===== src/rtl/sgs_pkg.sv =====
// Shared types and constants for the shot group statistics block.
// Used by the controller, the datapath and the top level.
package sgs_pkg;
   localparam int COORD_W   = 20;
   localparam int DIST_W    = 21;
   localparam int MAX_HITS  = 64;
   localparam int FRAC_BITS = 10;

   typedef enum logic [8:0] {
      ST_LOAD  = 9'b000000001,
      ST_SUM   = 9'b000000010,
      ST_CDIV  = 9'b000000100,
      ST_PAIR  = 9'b000001000,
      ST_RAD   = 9'b000010000,
      ST_MDIV  = 9'b000100000,
      ST_VAR   = 9'b001000000,
      ST_VDIV  = 9'b010000000,
      ST_OUT   = 9'b100000000
   } state_type;

   typedef struct packed {
      logic store;
      logic clear;
      logic sum_start;
      logic cdiv_start;
      logic pair_start;
      logic rad_start;
      logic mdiv_start;
      logic var_start;
      logic vdiv_start;
      logic out_load;
   } cmd_type;

   typedef struct packed {
      logic full;
      logic done;
   } sts_type;
endpackage


===== src/rtl/sgs_ctrl.sv =====
// Controller state machine for the shot group statistics block.
// Depends on sgs_pkg for the state, command and status types.
module sgs_ctrl (
   input  logic            clock,
   input  logic            reset,
   input  logic            req_valid,
   input  logic            req_last_hit,
   output logic            req_stall,
   output logic            rsp_valid,
   input  logic            rsp_stall,
   input  sgs_pkg::sts_type sts,
   output sgs_pkg::cmd_type cmd
);
   import sgs_pkg::*;

   state_type state_ff, state_in;
   logic      rsp_valid_ff, rsp_valid_in;
   logic      acc;

   assign req_stall = (state_ff != ST_LOAD);
   assign rsp_valid = rsp_valid_ff;
   assign acc = req_valid && !req_stall;

   always_comb begin
      state_in = state_ff;
      rsp_valid_in = rsp_valid_ff && rsp_stall;
      cmd = '0;
      unique case (state_ff)
         ST_LOAD: begin
            if (acc) begin
               cmd.store = !sts.full;
               if (req_last_hit) begin
                  state_in = ST_SUM;
                  cmd.sum_start = 1'b1;
               end
            end
         end
         ST_SUM: if (sts.done) begin state_in = ST_CDIV; cmd.cdiv_start = 1'b1; end
         ST_CDIV: if (sts.done) begin state_in = ST_PAIR; cmd.pair_start = 1'b1; end
         ST_PAIR: if (sts.done) begin state_in = ST_RAD; cmd.rad_start = 1'b1; end
         ST_RAD: if (sts.done) begin state_in = ST_MDIV; cmd.mdiv_start = 1'b1; end
         ST_MDIV: if (sts.done) begin state_in = ST_VAR; cmd.var_start = 1'b1; end
         ST_VAR: if (sts.done) begin state_in = ST_VDIV; cmd.vdiv_start = 1'b1; end
         ST_VDIV: if (sts.done) begin state_in = ST_OUT; end
         ST_OUT: begin
            if (!rsp_valid_ff || !rsp_stall) begin
               cmd.out_load = 1'b1;
               cmd.clear = 1'b1;
               rsp_valid_in = 1'b1;
               state_in = ST_LOAD;
            end
         end
         default: state_in = ST_LOAD;
      endcase
   end

   always_ff @(posedge clock) begin
      if (reset) begin
         state_ff <= ST_LOAD;
         rsp_valid_ff <= 1'b0;
      end else begin
         state_ff <= state_in;
         rsp_valid_ff <= rsp_valid_in;
      end
   end
endmodule


===== config.mk =====
export PLATFORM = sky130hd
export DESIGN_NAME = sgs_ctrl
export DESIGN_NICKNAME = d
export VERILOG_FILES = /design/src/rtl/sgs_pkg.sv /design/src/rtl/sgs_ctrl.sv
export SDC_FILE = /design/constraint.sdc
export NUM_CORES = 1
export LEC_CHECK = 0
export BUFFER_PORTS_ARGS = -buffer_cell sky130_fd_sc_hd__buf_4
export CAP_MARGIN = 10
export CORE_MARGIN = 2
export CORE_UTILIZATION = 40
export CTS_CLUSTER_SIZE = 14
export DETAILED_ROUTE_END_ITERATION = 7
export PLACE_DENSITY_LB_ADDON = 0.25
export SLEW_MARGIN = 10
export SYNTH_ARGS = -nofsm -noshare
export SYNTH_HDL_FRONTEND = slang
export SYNTH_SLANG_ARGS = --single-unit

===== constraint.sdc =====
create_clock -name clock -period 3.64 [get_ports clock]
set_clock_uncertainty 0.1 [all_clocks]
set_input_delay 0.728 -clock clock [delete_from_list [all_inputs] [get_ports clock]]
set_output_delay 0.728 -clock clock [all_outputs]
set_load 0.005 [all_outputs]

==> results.json, run 1 <==
{
  "synth-edff-count": 0,
  "wl_mm": 1.79,
  "die_width_um": 46.3,
  "synth-compound-area-share_pct": 26.4,
  "setup_viol": 0,
  "n_antenna_cell": 0,
  "min_path_type": "flop to flop",
  "postLayoutCoreUtil_pct": 52.1,
  "clk_latency_ns": 0.27,
  "crit_end": "cmd[3]",
  "grt_pass1_vias": 643,
  "cts_tree": "done",
  "via_per_inst": 5.56,
  "preCtsSetupSlack_ns": 1.21,
  "regToRegSetupSlack_ns": 1.71,
  "synth_seq_area_share_pct": 28.0,
  "worst_pin_slew_ns": 0.509,
  "core_mm2": 0.00171,
  "synth-adder-area-share_pct": 0,
  "wl_per_cell_um": 13.8,
  "cts.root.buffer_cell": "clkbuf_4",
  "rsz0062_at_grt": "false",
  "final_max_slew_viol_count": 0,
  "cp-end-kind": "output port",
  "synthArstFlopShare_pct": 0,
  "grt.overflow.total": 0,
  "track_usage_pct": 20.1,
  "htreeDepth": 1,
  "synth_ff_type": "dfxtp_1",
  "r2r_end": "state_ff[7]$_SDFFE_PP0P_",
  "final_common_cell": "buf_4",
  "finalHoldViolCount": 0,
  "grt_pass1_wl_mm": 3.03,
  "place_area_um2": 853,
  "synth-xor-area-share_pct": 2.45,
  "synth_nets": 95,
  "crit_fanout": 6,
  "holdBufCountCts": 0,
  "startpoint_type": "flop",
  "cap_viol_max_count": 0,
  "dr.pass1.iters": 4,
  "synth_top_family_by_area": "simple AND/OR/NAND/NOR gates",
  "postCtsSetupRepairBufs": 0,
  "r2r-start": "state_ff[4]$_SDFFE_PP0P_",
  "outcome": "finished clean",
  "setup_ws_ns": 0.901,
  "antenna_found_initial": 0,
  "num_vias": 723,
  "hpwl_mm": 1.41,
  "yosysWarningCount": 0,
  "avgSynthCellArea_um2": 8.13,
  "drive_above_1_share_pct": 29.5,
  "start_util_pct": 41.9,
  "drc": 0,
  "synthCells": 88,
  "ir_drop_v": 0.000217,
  "die_h_um": 46.3,
  "power_density_mw_per_mm2": 314,
  "gp_congestion": 0.845,
  "cp_data_arrival_time_ns": 1.91,
  "final_cell_mix": "buf_4, dfxtp_1, a21oi_1",
  "fin_area_um2": 890,
  "clockBufferDepth": 2,
  "mappedNetlistArea_um2": 716,
  "post-route-period-util_pct": 75.2,
  "clkTransAtPathRegs_ns": 0.06,
  "grt_max_degree": 12,
  "fill_cells": 168,
  "yosys.area_share.simple_pct": 37.6,
  "fmax_ghz": 0.365,
  "crit_start": "state_ff[5]$_SDFFE_PP0P_",
  "yosys-mux-area-fraction_pct": 0,
  "area_delta_synth_final_pct": 24.3,
  "antenna_left": 0,
  "cts_resized": 0,
  "portBuffers": 18,
  "worst-endpoint-required_ns": 2.81,
  "placementRows": 15,
  "synth_seq_cells": 10,
  "synthDistinctLibCells": 34,
  "drt_iter0_markers": 19,
  "min_period_ns": 2.74,
  "p_leak_nw": 0.352,
  "max-slew-margin-rel_pct": 65.9,
  "die-area_mm2": 0.00214,
  "final.setup.tns_ns": 0,
  "path_class": "flop to output port",
  "cts_sinks": 10,
  "nNetsFinal": 113,
  "cts_buffers": 3,
  "reg2reg_depth": 5,
  "total_power_uw": 279,
  "io-pin-count": 19
}
## registers in the layout (all words and copies together) (netlist names)
name / flops
rsp_valid: 1
state_ff: 9
## synthesized netlist by cell type (2+ instances only)
cell type	instances	area (um2)
a21oi_1	9	45.0
buf_2	2	10.0
buf_4	2	15.0
dfxtp_1	10	200
inv_1	3	11.3
nand2_1	8	30.0
nand2b_1	2	12.5
nand3_1	5	25.0
nor2_1	6	22.5
nor2b_1	3	18.8
nor3_1	2	10.0
nor3_2	2	20.0
nor3b_1	2	15.0
nor4_1	3	18.8
o21ai_0	2	10.0
o21ai_1	5	25.0
o22ai_1	2	12.5
or3_1	2	12.5
or4_1	2	15.0
xor2_1	2	17.5
## how the worst min path moves through the flow
stage | start | endpoint | cells past startpoint
after detailed placement | rsp_valid$_SDFF_PP0_ | rsp_valid$_SDFF_PP0_ | 2
after global routing | rsp_valid$_SDFF_PP0_ | rsp_valid$_SDFF_PP0_ | 2
after CTS | rsp_valid$_SDFF_PP0_ | rsp_valid$_SDFF_PP0_ | 2
after floorplan | rsp_valid$_SDFF_PP0_ | state_ff[8]$_SDFFE_PP0P_ | 2
after global placement | rsp_valid$_SDFF_PP0_ | state_ff[8]$_SDFFE_PP0P_ | 2
final | rsp_valid$_SDFF_PP0_ | rsp_valid$_SDFF_PP0_ | 2
## cells by family (layout without fill, tap and decap cells)
group	count (synthesis)	after routing
AND/OR/NAND/NOR	43	43
AO/OA/AOI/OAI	25	25
flip-flops	10	10
buffers and inverters	8	25
XOR/XNOR	2	2
## metrics by stage
stage | instances | hold slack, ns
finish | 130 | 0.468
global route | 130 | 0.509
CTS | 130 | 0.471
detailed placement | 126 | 0.453
global placement | 126 | 0.455
floorplan | 88 | 0.421
## final cells by class
cell class	instances	area (um2)	share of cell area, %
multi-input cells	70	475	53.4
flip-flops and latches	10	200	22.5
repair buffers	18	135	15.2
clock buffers	4	36.3	4.08
well taps	25	31.3	3.52
inverters	3	11.3	1.27
## report_power, final
part,leakage [nW],switching [mW],internal [mW]
Clock,0.0210,0.0403,0.0609
Sequential,0.0809,0.00492,0.112
Combinational,0.250,0.0349,0.0259
## critical path: stages, from the launching register on
cell and delay (ns):
dfxtp_1 0.37, nor4_4 0.39, nand2_2 0.16, or4_1 0.52, inv_1 0.08, buf_4 0.10
## per-layer routing
| metal | global-route usage, % | share of wire (%) | vias to the layer above |
|---|---|---|---|
| li1 | - | - | 358 |
| met1 | 26.6 | 46 | 339 |
| met2 | 30.6 | 48 | 22 |
| met3 | 2.35 | 4.9 | 4 |
| met4 | 12.6 | 1.6 | 0 |
| met5 | 0 | 0 | - |
Note: power is estimated with default switching activity, not from simulation.
==> inputs of run 2 (changes only) <==
==> constraint.sdc (replaced) <==
create_clock -name clock -period 2.3 [get_ports clock]
set_clock_uncertainty 0.1 [all_clocks]
set_input_delay 0.46 -clock clock [delete_from_list [all_inputs] [get_ports clock]]
set_output_delay 0.46 -clock clock [all_outputs]
set_load 0.005 [all_outputs]
==> run 2 against run 1 <==
Cell count up 6.9%; sequential power up 58%; flip-flop and latch count unchanged; largest cell class unchanged; die area unchanged; sequential share of layout area down 1.7 points; combinational power up 74%; worst hold slack worse by 0.13 ns; register-to-register slack worse by 1.3 ns.
==> results.json, run 2 (synthesis gave the netlist of run 1 again) <==
{
  "outcome": "finished clean",
  "hold_slack_ns": 0.337,
  "grt_pass1_vias": 699,
  "antenna_found_initial": 0,
  "cts.root.buffer_cell": "clkbuf_4",
  "regToRegSetupSlack_ns": 0.41,
  "core_mm2": 0.00171,
  "stdcell_count": 139,
  "wl_per_cell_um": 13.5,
  "power_density_mw_per_mm2": 462,
  "dr.pass1.iters": 4,
  "worstPathCellList": "nor4_4 > nand2_2 > or4_4 > inv_1 > buf_4",
  "p_sw_uw": 137,
  "hold_end": "state_ff[6]$_SDFFE_PP0P_",
  "clkTransAtPathRegs_ns": 0.08,
  "drive_above_1_share_pct": 40.4,
  "regArea_um2": 205,
  "p_int_uw": 319,
  "final_common_cell": "buf_4",
  "worst_pin_slew_ns": 0.407,
  "die-area_mm2": 0.00214,
  "p_clk_share_pct": 36.2,
  "p_comb_share_pct": 23.3,
  "path_class": "flop to output port",
  "max-slew-margin-rel_pct": 72.9,
  "portBuffers": 18,
  "wl_mm": 1.88,
  "antenna_left": 0,
  "ir_drop_v": 0.000294,
  "dp.cells": 131,
  "fin_area_um2": 987,
  "drt_iter0_markers": 14,
  "switching_share_pct": 30.0,
  "grt_pass1_wl_mm": 3.08,
  "htreeDepth": 1,
  "post-route-period-util_pct": 95.5,
  "io-pin-count": 19,
  "finalHoldViolCount": 0,
  "cts_sinks": 10,
  "setup_ws_ns": 0.104,
  "die_h_um": 46.3,
  "min_path_type": "primary input to flop",
  "gp_congestion": 0.791,
  "num_vias": 762,
  "grt.overflow.total": 0,
  "worstHoldStart": "reset",
  "fmax_ghz": 0.455,
  "drc": 0,
  "clockBufferDepth": 2,
  "p_leak_nw": 0.413,
  "via_per_inst": 5.48,
  "n_antenna_cell": 0,
  "rsz0062_at_grt": "false",
  "placementRows": 15,
  "critPathSlowestCell": "or4_4",
  "seq_power_share_pct": 40.6,
  "worst-endpoint-required_ns": 1.74,
  "place_area_um2": 891,
  "reg2reg_depth": 7,
  "setup_viol": 0,
  "final_cell_mix": "buf_4, a21oi_1, nand2_1, dfxtp_1, nor2_1",
  "area_delta_synth_final_pct": 37.9,
  "cpPeakStageDelay_ns": 0.42,
  "grt_max_degree": 12,
  "largest_register_ffs": 9,
  "hold_path_depth": 2,
  "preCtsSetupSlack_ns": 0.175,
  "clk_latency_ns": 0.27,
  "track_usage_pct": 19.9,
  "holdBufCountCts": 0,
  "cp_data_arrival_time_ns": 1.64,
  "min_period_ns": 2.20,
  "r2r_end": "state_ff[1]$_SDFFE_PP0P_",
  "fill_cells": 169,
  "cts_tree": "done",
  "final_max_slew_viol_count": 0,
  "start_util_pct": 41.9,
  "die_width_um": 46.3,
  "cts_buffers": 3,
  "r2r-start": "state_ff[7]$_SDFFE_PP0P_",
  "crit_fanout": 6,
  "largest_register": "state_ff",
  "nNetsFinal": 122,
  "cap_viol_max_count": 0,
  "final.setup.tns_ns": 0,
  "hpwl_mm": 1.41,
  "postLayoutCoreUtil_pct": 57.8,
  "startpoint_type": "flop",
  "cp-end-kind": "output port",
  "total_power_uw": 456,
  "multiInputGateArea_um2": 500
}
==> run 2: critical path, delay by kind of cell (launching register included) <==
kind / cells / cell delay (ns)
buffers and inverters: 2 / 0.16
DFF: 1 / 0.37
and+or+nand+nor: 3 / 0.83
==> run 2: power groups by stage <==
stage	Sequential, mW	Clock (mW)	Combinational, mW
2_1_floorplan	0.187	0	0.0651
3_3_place_gp	0.189	0	0.0980
3_5_place_dp	0.190	0	0.0999
4_1_cts	0.185	0.168	0.102
5_1_grt	0.187	0.173	0.116
6_report	0.185	0.165	0.106
==> run 2: area by class of cell <==
type,instances,share of cell area [%]
tap,25,3.17
sequential,10,20.8
inverter,3,1.14
multi-input combinational,70,50.7
clock buffer,4,3.68
timing repair buffer,27,20.5
==> run 2: worst max-delay path by stage <==
stage	startpoint	end	depth (start not counted)
2_1_floorplan	state_ff[2]$_SDFFE_PP0P_	cmd[3]	5
6_report	state_ff[3]$_SDFFE_PP0P_	cmd[3]	5
4_1_cts	state_ff[7]$_SDFFE_PP0P_	cmd[1]	5
3_3_place_gp	state_ff[5]$_SDFFE_PP0P_	cmd[3]	5
3_5_place_dp	state_ff[5]$_SDFFE_PP0P_	cmd[3]	5
5_1_grt	state_ff[3]$_SDFFE_PP0P_	cmd[3]	5
==> run 2: per-layer routing <==
layer  global-route usage (%)  wire, um
met1                     24.0       824
met2                     34.2       902
met3                     2.35       102
met4                     10.3        49
met5                        0         0
==> run 2: repair_timing <==
item	CTS	global route
pin swaps	2	3
endpoints found under the setup margin	2	5
setup buffers	2	2
resized for setup	1	7
